===== config.mk =====
export PLATFORM = sky130hd
export DESIGN_NAME = joystick_drive_frame_builder_core
export DESIGN_NICKNAME = d
export VERILOG_FILES = /design/src/sv/jdfb_pkg.sv /design/src/sv/jdfb_shape.sv /design/src/sv/joystick_drive_frame_builder_core.sv
export SDC_FILE = /design/constraint.sdc
export NUM_CORES = 1
export LEC_CHECK = 0
export BUFFER_PORTS_ARGS = -buffer_cell sky130_fd_sc_hd__clkbuf_2
export CELL_PAD_IN_SITES_DETAIL_PLACEMENT = 2
export CELL_PAD_IN_SITES_GLOBAL_PLACEMENT = 2
export CORE_AREA = 10 10 227 229
export DETAILED_ROUTE_END_ITERATION = 7
export DIE_AREA = 0 0 237 239
export GPL_TIMING_DRIVEN = 0
export PLACE_DENSITY = 0.89
export SYNTH_ARGS = -nofsm -noshare
export SYNTH_HDL_FRONTEND = slang
export SYNTH_SLANG_ARGS = --single-unit

===== constraint.sdc =====
create_clock -name clk -period 21.2 [get_ports clk]
set_input_delay 1.06 -clock clk [delete_from_list [all_inputs] [get_ports clk]]
set_output_delay 1.06 -clock clk [all_outputs]
set_load 0.1 [all_outputs]

===== src/sv/jdfb_pkg.sv =====
// shared types, constants and functions of the joystick drive frame builder
package jdfb_pkg;

    localparam int IN_LIMIT     = 390;
    localparam int SPEED_LIMIT  = 250;
    localparam int ZERO_REPEATS = 3;

    localparam int RAW_W  = 10;
    localparam int BAND_W = 9;
    localparam int DIFF_W = RAW_W + 1;
    localparam int MIX_W  = DIFF_W + 1;
    localparam int WORD_W = 16;
    localparam int OUT_W  = 9;

    localparam logic [WORD_W-1:0] START_MARK = 16'hACBD;
    localparam logic [WORD_W-1:0] CMD_NONE   = 16'h0000;
    localparam logic [WORD_W-1:0] CMD_ON     = 16'h0101;
    localparam logic [WORD_W-1:0] CMD_OFF    = 16'h0202;

    // register indexes on the apb port
    localparam logic [1:0] REG_X_CENTER    = 2'd0;
    localparam logic [1:0] REG_Y_CENTER    = 2'd1;
    localparam logic [1:0] REG_CENTER_BAND = 2'd2;
    localparam logic [1:0] REG_DEAD_ZONE   = 2'd3;

    localparam logic [RAW_W-1:0]  X_CENTER_RST    = 10'd508;
    localparam logic [RAW_W-1:0]  Y_CENTER_RST    = 10'd558;
    localparam logic [BAND_W-1:0] CENTER_BAND_RST = 9'd20;
    localparam logic [BAND_W-1:0] DEAD_ZONE_RST   = 9'd70;

    typedef enum logic [1:0] {
        FUNC_SAMPLE     = 2'd0,
        FUNC_BLADE_RUN  = 2'd1,
        FUNC_BLADE_STOP = 2'd2,
        FUNC_UNUSED     = 2'd3
    } func_t;

    // blade code uses the same encoding as the button func codes
    localparam logic [1:0] BLADE_NONE = 2'd0;
    localparam logic [1:0] BLADE_RUN  = 2'd1;
    localparam logic [1:0] BLADE_STOP = 2'd2;

    // scaling (u * 2*SPEED_LIMIT) / (2*IN_LIMIT) done as u * K >> SHIFT, exact over u range
    localparam longint DIV      = 2 * IN_LIMIT;
    localparam longint NUM_MAX  = DIV * 2 * SPEED_LIMIT;
    localparam int     SHIFT    = $clog2(NUM_MAX * DIV + 1);
    localparam longint RECIP    = ((64'sd1 <<< SHIFT) + DIV - 1) / DIV;
    localparam longint SCALE_K  = RECIP * 2 * SPEED_LIMIT;
    localparam int     K_W      = $clog2(SCALE_K + 1);
    localparam int     U_W      = $clog2(2 * IN_LIMIT + 1);
    localparam int     PROD_W   = U_W + K_W;
    localparam int     Q_W      = $clog2(2 * SPEED_LIMIT + 1);
    localparam int     SPD_W    = $clog2(SPEED_LIMIT + 1) + 1;
    localparam int     ZC_W     = (ZERO_REPEATS > 0) ? $clog2(ZERO_REPEATS + 1) : 1;

    function automatic logic [WORD_W-1:0] cmd_of(input logic [1:0] code);
        logic [WORD_W-1:0] c;
        case (code)
            BLADE_RUN:  c = CMD_ON;
            BLADE_STOP: c = CMD_OFF;
            default:    c = CMD_NONE;
        endcase
        return c;
    endfunction

endpackage


===== src/sv/jdfb_shape.sv =====
// clamp, dead zone and linear scaling of one mixed drive value
module jdfb_shape (
    input  logic signed [jdfb_pkg::MIX_W-1:0]  mix,
    input  logic        [jdfb_pkg::BAND_W-1:0] dead_zone,
    output logic signed [jdfb_pkg::SPD_W-1:0]  speed
);

    localparam logic signed [jdfb_pkg::MIX_W-1:0] LIM = jdfb_pkg::MIX_W'(jdfb_pkg::IN_LIMIT);

    logic signed [jdfb_pkg::MIX_W-1:0] mag;
    logic signed [jdfb_pkg::MIX_W-1:0] shaped;
    logic signed [jdfb_pkg::MIX_W-1:0] offset;
    logic        [jdfb_pkg::U_W-1:0]    u;
    logic        [jdfb_pkg::PROD_W-1:0] prod;
    logic        [jdfb_pkg::Q_W-1:0]    q;
    logic signed [jdfb_pkg::Q_W:0]      centered;

    always_comb
    begin
        mag = (mix < 0) ? -mix : mix;
        if (mix > LIM)
        begin
            shaped = LIM;
        end
        else if (mix < -LIM)
        begin
            shaped = -LIM;
        end
        else if ((mag != '0) && (mag < $signed({3'b000, dead_zone})))
        begin
            shaped = '0;
        end
        else
        begin
            shaped = mix;
        end
        // offset into 0 .. 2*IN_LIMIT, never negative
        offset   = shaped + LIM;
        u        = offset[jdfb_pkg::U_W-1:0];
        prod     = jdfb_pkg::PROD_W'(u) * jdfb_pkg::PROD_W'(jdfb_pkg::SCALE_K);
        q        = prod[jdfb_pkg::SHIFT +: jdfb_pkg::Q_W];
        centered = $signed({1'b0, q}) - (jdfb_pkg::Q_W + 1)'(jdfb_pkg::SPEED_LIMIT);
        speed    = jdfb_pkg::SPD_W'(centered);
    end

endmodule


===== src/sv/joystick_drive_frame_builder_core.sv =====
// joystick drive frame builder: top level with apb registers and frame pipeline
//
// input channel (in_valid/in_ready) carries one item: func selects a joystick
// sample (x_sample, y_sample) or a blade on / blade off button press.
// output channel (out_valid/out_ready) carries one frame: start mark, right
// and left speeds, blade command, spare word and xor checksum.
// an item goes through an input register, one pass of mixing and scaling
// logic, and the frame register, which the item enters from the input
// register once the frame register is free. one item is taken every
// cycle, also while a finished frame waits in the frame register, as long
// as the frame register frees up in the same cycle.
// samples whose speeds are both zero make a frame only for the first three
// in a row; unused func codes make no frame and change nothing.
// when out_ready is low the frame holds, the input register fills and then
// in_ready drops until the frame is taken.
// reset empties both registers, clears stored speeds, blade code and zero run
// count, and loads the default centers, band and dead zone.
// the apb port (pready always high) reads and writes the four settings.
module joystick_drive_frame_builder_core (
    input  logic                                 clk,
    input  logic                                 rst_n,
    input  logic                                 psel,
    input  logic                                 penable,
    input  logic                                 pwrite,
    input  logic        [3:0]                    paddr,
    input  logic        [31:0]                   pwdata,
    output logic        [31:0]                   prdata,
    output logic                                 pready,
    input  logic                                 in_valid,
    output logic                                 in_ready,
    input  logic        [1:0]                    func,
    input  logic        [jdfb_pkg::RAW_W-1:0]    x_sample,
    input  logic        [jdfb_pkg::RAW_W-1:0]    y_sample,
    output logic                                 out_valid,
    input  logic                                 out_ready,
    output logic        [jdfb_pkg::WORD_W-1:0]   start_word,
    output logic signed [jdfb_pkg::OUT_W-1:0]    right_word,
    output logic signed [jdfb_pkg::OUT_W-1:0]    left_word,
    output logic        [jdfb_pkg::WORD_W-1:0]   command_word,
    output logic                                 spare_word,
    output logic        [jdfb_pkg::WORD_W-1:0]   check_word
);

    logic [jdfb_pkg::RAW_W-1:0]  x_center_reg;
    logic [jdfb_pkg::RAW_W-1:0]  y_center_reg;
    logic [jdfb_pkg::BAND_W-1:0] center_band_reg;
    logic [jdfb_pkg::BAND_W-1:0] dead_zone_reg;
    logic                        cfg_write;

    logic                        in_vld_reg;
    jdfb_pkg::func_t             func_reg;
    logic [jdfb_pkg::RAW_W-1:0]  xs_reg;
    logic [jdfb_pkg::RAW_W-1:0]  ys_reg;

    logic signed [jdfb_pkg::SPD_W-1:0] last_left_reg;
    logic signed [jdfb_pkg::SPD_W-1:0] last_right_reg;
    logic signed [jdfb_pkg::SPD_W-1:0] last_left_next;
    logic signed [jdfb_pkg::SPD_W-1:0] last_right_next;
    logic [jdfb_pkg::ZC_W-1:0]         zcnt_reg;
    logic [jdfb_pkg::ZC_W-1:0]         zcnt_next;
    logic [1:0]                        blade_reg;
    logic [1:0]                        blade_next;

    logic                              out_vld_reg;
    logic                              out_vld_next;
    logic signed [jdfb_pkg::OUT_W-1:0] right_reg;
    logic signed [jdfb_pkg::OUT_W-1:0] left_reg;
    logic [jdfb_pkg::WORD_W-1:0]       cmd_reg;
    logic [jdfb_pkg::WORD_W-1:0]       check_reg;

    logic                              fire;
    logic                              emit;
    logic signed [jdfb_pkg::DIFF_W-1:0] dx;
    logic signed [jdfb_pkg::DIFF_W-1:0] dy;
    logic signed [jdfb_pkg::DIFF_W-1:0] dy_z;
    logic signed [jdfb_pkg::DIFF_W-1:0] band_s;
    logic signed [jdfb_pkg::MIX_W-1:0]  mix_l;
    logic signed [jdfb_pkg::MIX_W-1:0]  mix_r;
    logic signed [jdfb_pkg::SPD_W-1:0]  spd_l;
    logic signed [jdfb_pkg::SPD_W-1:0]  spd_r;
    logic signed [jdfb_pkg::SPD_W-1:0]  frame_r;
    logic signed [jdfb_pkg::SPD_W-1:0]  frame_l;
    logic [jdfb_pkg::WORD_W-1:0]        frame_cmd;

    // configuration port
    assign pready    = 1'b1;
    assign cfg_write = psel && penable && pwrite && pready;

    always_ff @(posedge clk or negedge rst_n)
    begin
        if (!rst_n)
        begin
            x_center_reg    <= jdfb_pkg::X_CENTER_RST;
            y_center_reg    <= jdfb_pkg::Y_CENTER_RST;
            center_band_reg <= jdfb_pkg::CENTER_BAND_RST;
            dead_zone_reg   <= jdfb_pkg::DEAD_ZONE_RST;
        end
        else if (cfg_write)
        begin
            unique case (paddr[3:2])
                jdfb_pkg::REG_X_CENTER:    x_center_reg    <= pwdata[jdfb_pkg::RAW_W-1:0];
                jdfb_pkg::REG_Y_CENTER:    y_center_reg    <= pwdata[jdfb_pkg::RAW_W-1:0];
                jdfb_pkg::REG_CENTER_BAND: center_band_reg <= pwdata[jdfb_pkg::BAND_W-1:0];
                jdfb_pkg::REG_DEAD_ZONE:   dead_zone_reg   <= pwdata[jdfb_pkg::BAND_W-1:0];
                default:                   ;
            endcase
        end
    end

    always_comb
    begin
        unique case (paddr[3:2])
            jdfb_pkg::REG_X_CENTER:    prdata = 32'(x_center_reg);
            jdfb_pkg::REG_Y_CENTER:    prdata = 32'(y_center_reg);
            jdfb_pkg::REG_CENTER_BAND: prdata = 32'(center_band_reg);
            jdfb_pkg::REG_DEAD_ZONE:   prdata = 32'(dead_zone_reg);
            default:                   prdata = '0;
        endcase
    end

    // input register
    assign fire     = in_vld_reg && (!out_vld_reg || out_ready);
    assign in_ready = !in_vld_reg || fire;

    always_ff @(posedge clk or negedge rst_n)
    begin
        if (!rst_n)
        begin
            in_vld_reg <= 1'b0;
        end
        else if (in_ready)
        begin
            in_vld_reg <= in_valid;
        end
    end

    always_ff @(posedge clk)
    begin
        if (in_ready && in_valid)
        begin
            func_reg <= jdfb_pkg::func_t'(func);
            xs_reg   <= x_sample;
            ys_reg   <= y_sample;
        end
    end

    // centering and mixing
    always_comb
    begin
        dx     = $signed({1'b0, xs_reg}) - $signed({1'b0, x_center_reg});
        dy     = $signed({1'b0, ys_reg}) - $signed({1'b0, y_center_reg});
        band_s = $signed({2'b00, center_band_reg});
        dy_z   = ((dy < band_s) && (dy > -band_s)) ? '0 : dy;
        if ((dx < -band_s) || (dx > band_s))
        begin
            if (dy_z >= 0)
            begin
                mix_l = jdfb_pkg::MIX_W'(dy_z) + jdfb_pkg::MIX_W'(dx);
                mix_r = jdfb_pkg::MIX_W'(dy_z) - jdfb_pkg::MIX_W'(dx);
            end
            else
            begin
                mix_l = jdfb_pkg::MIX_W'(dy_z) - jdfb_pkg::MIX_W'(dx);
                mix_r = jdfb_pkg::MIX_W'(dy_z) + jdfb_pkg::MIX_W'(dx);
            end
        end
        else
        begin
            mix_l = jdfb_pkg::MIX_W'(dy_z);
            mix_r = jdfb_pkg::MIX_W'(dy_z);
        end
    end

    jdfb_shape u_shape_left (
        .mix       (mix_l),
        .dead_zone (dead_zone_reg),
        .speed     (spd_l)
    );

    jdfb_shape u_shape_right (
        .mix       (mix_r),
        .dead_zone (dead_zone_reg),
        .speed     (spd_r)
    );

    // state update and frame contents
    always_comb
    begin
        last_left_next  = last_left_reg;
        last_right_next = last_right_reg;
        zcnt_next       = zcnt_reg;
        blade_next      = blade_reg;
        emit            = 1'b0;
        frame_r         = last_right_reg;
        frame_l         = last_left_reg;
        case (func_reg)
            jdfb_pkg::FUNC_SAMPLE:
            begin
                last_left_next  = spd_l;
                last_right_next = spd_r;
                frame_r         = -spd_r;
                frame_l         = -spd_l;
                if ((spd_l != '0) || (spd_r != '0))
                begin
                    zcnt_next = '0;
                    emit      = 1'b1;
                end
                else if (zcnt_reg < jdfb_pkg::ZC_W'(jdfb_pkg::ZERO_REPEATS))
                begin
                    zcnt_next = zcnt_reg + 1'b1;
                    emit      = 1'b1;
                end
            end
            jdfb_pkg::FUNC_BLADE_RUN, jdfb_pkg::FUNC_BLADE_STOP:
            begin
                blade_next = func_reg;
                emit       = 1'b1;
            end
            default:
            begin
            end
        endcase
        frame_cmd = jdfb_pkg::cmd_of(blade_next);
    end

    always_ff @(posedge clk or negedge rst_n)
    begin
        if (!rst_n)
        begin
            last_left_reg  <= '0;
            last_right_reg <= '0;
            zcnt_reg       <= '0;
            blade_reg      <= jdfb_pkg::BLADE_NONE;
        end
        else if (fire)
        begin
            last_left_reg  <= last_left_next;
            last_right_reg <= last_right_next;
            zcnt_reg       <= zcnt_next;
            blade_reg      <= blade_next;
        end
    end

    // frame register
    always_comb
    begin
        if (fire)
        begin
            out_vld_next = emit;
        end
        else if (out_ready)
        begin
            out_vld_next = 1'b0;
        end
        else
        begin
            out_vld_next = out_vld_reg;
        end
    end

    always_ff @(posedge clk or negedge rst_n)
    begin
        if (!rst_n)
        begin
            out_vld_reg <= 1'b0;
        end
        else
        begin
            out_vld_reg <= out_vld_next;
        end
    end

    always_ff @(posedge clk)
    begin
        if (fire && emit)
        begin
            right_reg <= jdfb_pkg::OUT_W'(frame_r);
            left_reg  <= jdfb_pkg::OUT_W'(frame_l);
            cmd_reg   <= frame_cmd;
            check_reg <= jdfb_pkg::START_MARK
                       ^ jdfb_pkg::WORD_W'(frame_r)
                       ^ jdfb_pkg::WORD_W'(frame_l)
                       ^ frame_cmd;
        end
    end

    assign out_valid    = out_vld_reg;
    assign start_word   = jdfb_pkg::START_MARK;
    assign right_word   = right_reg;
    assign left_word    = left_reg;
    assign command_word = cmd_reg;
    assign spare_word   = 1'b0;
    assign check_word   = check_reg;

    // zero run count saturates at the repeat limit
    a_zcnt_bound: assert property (@(posedge clk) disable iff (!rst_n)
        zcnt_reg <= jdfb_pkg::ZC_W'(jdfb_pkg::ZERO_REPEATS))
        else $error("zero run count above limit");

    // a blade run press always yields a frame carrying the on command
    a_blade_run_frame: assert property (@(posedge clk) disable iff (!rst_n)
        fire && (func_reg == jdfb_pkg::FUNC_BLADE_RUN)
        |=> out_valid && (command_word == jdfb_pkg::CMD_ON))
        else $error("blade run press without on frame");

    // an unused func code leaves the stored state alone
    a_unused_quiet: assert property (@(posedge clk) disable iff (!rst_n)
        fire && (func_reg == jdfb_pkg::FUNC_UNUSED)
        |=> $stable(blade_reg) && $stable(zcnt_reg) && $stable(last_left_reg)
            && $stable(last_right_reg) && !out_valid)
        else $error("unused func code changed state or made a frame");

    // a suppressed all-zero sample makes no frame
    a_zero_suppress: assert property (@(posedge clk) disable iff (!rst_n)
        fire && (func_reg == jdfb_pkg::FUNC_SAMPLE) && (spd_l == '0) && (spd_r == '0)
        && (zcnt_reg == jdfb_pkg::ZC_W'(jdfb_pkg::ZERO_REPEATS))
        |=> !out_valid)
        else $error("zero frame past repeat limit");

endmodule

==> results of run 1 <==
[cell usage after synthesis (all sizes together) (15+ instances only)]
library cell	number	area (µm²)
dfstp	17	446.7
a21o	51	382.9
and2	16	100.1
and3	15	98.84
a21oi	112	568.1
mux2	39	442.9
nor2b	30	187.7
nand2b	25	156.4
fa	68	1361
dfrtp	45	1126
buf	75	563.0
mux2i	27	274.0
o211ai	20	155.1
clkbuf	23	86.33
ha	328	4104
inv	225	847.1
xor2	40	357.8
nand2	141	544.3
a31oi	19	131.4
a211oi	28	232.7
o21ai	114	608.1
xnor2	69	626.8
nor2	122	468.0
nor3	45	269.0
nand3	34	175.2
edfxtp	54	1622
[per-layer routing]
layer  global-route usage  up-vias  routed length (µm)
met5                    0        -                   0
met4               0.1720        0                5001
met3              0.05366      346                4174
met2               0.4993      735               40880
met1               0.2958     8779               30270
li1                     -     7435                   -
[critical path, delay by kind of cell (launching register included)]
| family | cells | cell delay, ps |
|---|---|---|
| AO/OA/AOI/OAI | 30 | 8790 |
| XOR/XNOR | 5 | 1900 |
| adder cells (fa/ha/maj) | 12 | 4120 |
| buffers and inverters | 5 | 520 |
| flip-flops | 1 | 550 |
| multiplexers | 4 | 1230 |
| AND/OR/NAND/NOR | 11 | 2650 |
[timing repair]
action,CTS,global route
setup endpoints to repair,0,40
gates resized for setup,0,3
buffers inserted,0,0
[final timing paths]
path	startpoint	end	slack, ps	depth (start not counted)
max	y_center_reg[3]	check_word[8]	1150	67
min	rst_n	center_band_reg[6]	420	1
max reg2reg	y_center_reg[3]	check_word[8]	1150	67
min reg2reg	last_right_reg[1]	last_right_reg[1]	530	2
max in group asynchronous	rst_n	last_right_reg[0]	20160	2
min in group clk	last_right_reg[1]	last_right_reg[1]	530	2
[area by class of cell]
class | count | area, µm²
Buffer | 98 | 649.4
Clock buffer | 23 | 467.9
Multi-Input combinational cell | 1628 | 13630
Fill cell | 5176 | 26970
Tap cell | 615 | 769.5
Timing Repair Buffer | 92 | 508.0
Sequential cell | 116 | 3194
Inverter | 225 | 847.1
Clock inverter | 9 | 106.4
[cells by family after synthesis]
family | after synthesis | share of synthesized area
AOI/OAI and AO/OA | 479 | 0.1838
xor gates and xnor gates | 111 | 0.05695
adders and majority gates | 397 | 0.3025
buffers and inverters | 323 | 0.08266
DFF | 116 | 0.1764
muxes | 75 | 0.05080
other | 2 | 0.0004148
and+or+nand+nor | 514 | 0.1465
[through the flow]
step	area [µm²]	setup WS, ps	std cells	utilization	hold WS, ps
2_1_floorplan	18290	5177	2067	-	446.0
3_3_place_gp	19510	1347	2772	0.4139	462.6
3_5_place_dp	19580	1840	2774	0.4153	503.9
4_1_cts	20150	1131	2806	0.4275	414.8
5_1_grt	20180	210.2	2806	0.4280	423.3
6_report	20180	1147	2806	0.4280	416.4
==> metrics.txt, run 1 <==
Max H-tree Level=4; most frequent cells in the layout=328 x ha_1, 223 x inv_1, 139 x nand2_1, 120 x nor2_1, 108 x a21oi_1; Wirelength per Cell=around 29 µm; crit path max-delay cell type=o21ai_0; height of the chip=239 µm; max-capacitance violation count=0; buffer levels on the longest clock path=2; total congestion overflow=0; syn avg cell area=approximately 9.0 µm²; share of the clock period used by the worst path after layout=0.9459; Max Fanout on Critical Path=9; number of routed nets with antenna violations=0; Worst Tran Pin Value=~1100 ps; insertion delay to the later sink of the worst-skew pair=between 400 and 500 ps; number of antenna violations at the first check in global routing=1; GRT Util Overall=0.2781; min Tclk post-route=around 20,000 ps; growth of design area from synthesis to finish=11.45%; max reg flops=12; category of the critical setup timing path=register to register; total clock buffers created by CTS=17; Post-CTS Hold Fix Bufs=0; initial cell density of the core=0.3840; vias in the first global route=between 15,000 and 20,000; worst path arrival time=slightly above 20,000 ps; final weighted congestion of routability-driven global placement=0.9362; iteration-0 DRC count of the detailed router=1,284; warning count from the yosys run=0; net count reported at finish=roughly 2,600; number of clock sinks=approximately 120; DRC=0; result of the run=complete, no violations; Slew Limit Headroom=0.2485; Seq/Total Area, Yosys=0.1764; Critical Path Most Common Cell=ha_1; Via density=roughly 6.2; Worst setup SP type=register; sum of negative setup slack=0 ps; # diodes=0; DR pass1 iterations=5; kind of end point of the critical path=register; IO Port Bufs=90; post-detail-place hpwl=between 60 and 70 mm; unrepaired setup endpoints after global routing=no; cell area after synthesis=18,100 µm²; global-route wire length before repair=approximately 120 mm; die width=roughly 240 µm; Setup Skew=14.65 ps; share of synthesized flip-flops with an asynchronous set or reset=0.5345; count of flip-flops with a built-in enable after synthesis=54; final routed wirelength across all metal layers=80.32 mm; Die Area=56,640 µm²; clock-pin slew on the worst setup and hold paths=about 70 ps; most common library cell in the layout ignoring fill and taps=ha_1; final setup violation count=0; final slew viol count=0; number of cell rows=80; total number of vias=17,300; fraction of final layout cells sized beyond drive strength 1=0.1515; Seq cells post-synth=between 100 and 150; number of distinct library cell variants in the gate-level netlist after synthesis=about 120; required time at the endpoint of the critical path=about 21,000 ps; Floorplan Core Area=between 40,000 and 50,000 µm²; Mapped Cells=about 2,000; I/O pin count=approximately 170; library cell used as clock root buffer=clkbuf_16; maximum clock frequency=0.04987 GHz; CP peak stage delay=between 600 and 700 ps; number of hold violations in the final report=0; dominant register cell in the synthesized netlist=edfxtp_1; worst min-delay path class=input port to asynchronous set/reset pin; CTS tree=done; maximum number of pins on one net before global-route repair=58
Power of run 1 is not shown: default switching activity piles up to over one toggle a cycle in this logic, so the estimate is an artifact.
==> run 2, diff against run 1 <==
Settings changed: CORE_AREA 10 10 227 229 to 10 10 222 224, DIE_AREA 0 0 237 239 to 0 0 232 234, PLACE_DENSITY 0.89 to 0.88, SYNTH_HIERARCHICAL from default to 1.
==> metrics.txt, run 2 <==
final routed wirelength across all metal layers=70.68 mm; most frequent cells in the layout=328 x ha_1, 231 x inv_1, 118 x nand2_1, 94 x a21oi_1, 88 x clkbuf_2; register cell area after layout=3194 µm²; kind of end point of the critical path=register; die width=~230 µm; total number of vias=about 16,000; clock-pin slew on the worst setup and hold paths=60 ps; vias in the first global route=roughly 18,000; Die Area=about 54,000 µm²; GRT Util Overall=0.2601; library cell used as clock root buffer=clkbuf_16; number of antenna violations at the first check in global routing=1; global-route wire length before repair=between 100 and 150 mm; DR pass1 iterations=7; insertion delay to the later sink of the worst-skew pair=roughly 450 ps; Worst setup SP type=register; # diodes=0; number of clock sinks=around 120; iteration-0 DRC count of the detailed router=around 960; post-detail-place hpwl=55.32 mm; post-layout util=0.4291; number of distinct library cell variants in the gate-level netlist after synthesis=between 100 and 150; Worst Tran Pin Value=about 1400 ps; Floorplan Core Area=44,890 µm²; buffer levels on the longest clock path=2; Via density=about 5.9; count leader, synth=ha_1; required time at the endpoint of the critical path=roughly 21,000 ps; net count reported at finish=about 2,500; share of synthesized flip-flops with an asynchronous set or reset=0.5345; kind of cell with the highest combined delay on the critical path=compound AO/OA/AOI/OAI gates; Slew Limit Headroom=0.08153; total clock buffers created by CTS=17; worst path arrival time=around 20,000 ps; worst min-delay path class=register to register; number of cells after detailed placement=between 2,000 and 3,000; min Tclk post-route=20,010 ps; Wirelength per Cell=roughly 27 µm; CP peak stage delay=between 1000 and 1500 ps; Seq/Total Area, Yosys=0.1852; Seq cells post-synth=approximately 120; Max H-tree Level=4; share of the clock period used by the worst path after layout=0.9440; Setup Skew=~14 ps; number of cell rows=78; Commonest cells post-synth=328 x ha_1, 231 x inv_1, 118 x nand2_1; I/O pin count=approximately 170; maximum number of pins on one net before global-route repair=63; unrepaired setup endpoints after global routing=no; Critical Path Most Common Cell=ha_1; Max Fanout on Critical Path=33; final slew viol count=0; final weighted congestion of routability-driven global placement=0.8792; cell area after synthesis=around 17,000 µm²; DRC=0; count of flip-flops with a built-in enable after synthesis=54; Mapped Cells=approximately 1,900; most common library cell in the layout ignoring fill and taps=ha_1; filler-free cell count of the finished design=2,644; category of the critical setup timing path=register to register; CTS tree=done; number of gates resized after cts=0; maximum clock frequency=0.04997 GHz; cell types with the largest area share after synthesis=ha_1 24%, edfxtp_1 9.4%, fa_1 7.7%; number of inserted filler cells in the final layout=~4,900; height of the chip=~230 µm; growth of design area from synthesis to finish=11.72%; crit path max-delay cell type=nor4_1; count of buffering cells on the critical path with inverters included=6; max-capacitance violation count=0; initial cell density of the core=0.3841; number of hold violations in the final report=0; fraction of post-synthesis cell area in the top cell type by area=0.2380; sum of negative setup slack=0 ps; warning count from the yosys run=6; dominant cell type by area after synthesis=ha_1; result of the run=complete, no violations; IO Port Bufs=89; final setup violation count=0; fraction of final layout cells sized beyond drive strength 1=0.1580; area occupied by multi-input gates=approximately 13,000 µm²; max reg flops=12; syn avg cell area=9.221 µm²; dominant register cell in the synthesized netlist=edfxtp_1; Post-CTS Hold Fix Bufs=0; total congestion overflow=0; post-CTS setup repair buffer count=0; number of routed nets with antenna violations=0
==> run 2: worst paths after layout <==
| path | start | to | slack, ps | cells past startpoint |
|---|---|---|---|---|
| max reg2reg | y_center_reg[1] | left_word[8] | 1190 | 57 |
| max | y_center_reg[1] | left_word[8] | 1190 | 57 |
| min in group asynchronous | rst_n | y_center_reg[4] | 660 | 2 |
| min | last_right_reg[4] | last_right_reg[4] | 510 | 1 |
| max in group asynchronous | rst_n | dead_zone_reg[1] | 20190 | 2 |
| min reg2reg | last_right_reg[4] | last_right_reg[4] | 510 | 1 |
==> run 2: logic make-up (layout without fill, tap and decap cells) <==
family / count (synthesis) / after routing / synth area share
simple gates: 419 / 419 / 0.1288
compound gates: 401 / 401 / 0.1625
fa+ha+maj: 394 / 394 / 0.3146
buf+inv: 335 / 459 / 0.08743
flops: 116 / 116 / 0.1852
xor+xnor: 110 / 110 / 0.05631
mux: 93 / 93 / 0.06465
other cells: 2 / 52 / 0.0004355
==> run 2: worst reg2reg max path, delay by kind of cell (launching register included) <==
family	cells	cell delay, ps
AO/OA/AOI/OAI	25	7700
AND/OR/NAND/NOR	14	5270
adder cells (fa/ha/maj)	10	3670
buffers and inverters	6	1760
XOR/XNOR	2	690
flip-flops	1	540
==> run 2: layout make-up <==
cell class,instances,area share
sequential,116,0.1658
buffer,103,0.03306
tap,600,0.03897
clock inverter,3,0.0009093
clock buffer,29,0.02871
inverter,232,0.04520
timing repair buffer,92,0.02533
multi-input combinational,1469,0.6620
==> run 2: layer usage <==
metal / track usage / vias up / routed length, µm
met1: 0.2943 / 8114 / 28260
met4: 0.1095 / 2 / 2764
met5: 0 / - / 13
li1: - / 6908 / -
met3: 0.03855 / 180 / 2910
met2: 0.4793 / 472 / 36730
==> run 2: metrics by stage <==
step                setup WS, ps  hold slack [ps]  cell area, µm²
detailed placement          1976            491.9           18690
global route               429.9            532.3           19260
finish                      1187            508.3           19260
floorplan                   5706            446.0           17430
global placement            1870            462.8           18630
CTS                         1643            508.7           19260
Power of run 2 is left out for the same reason.
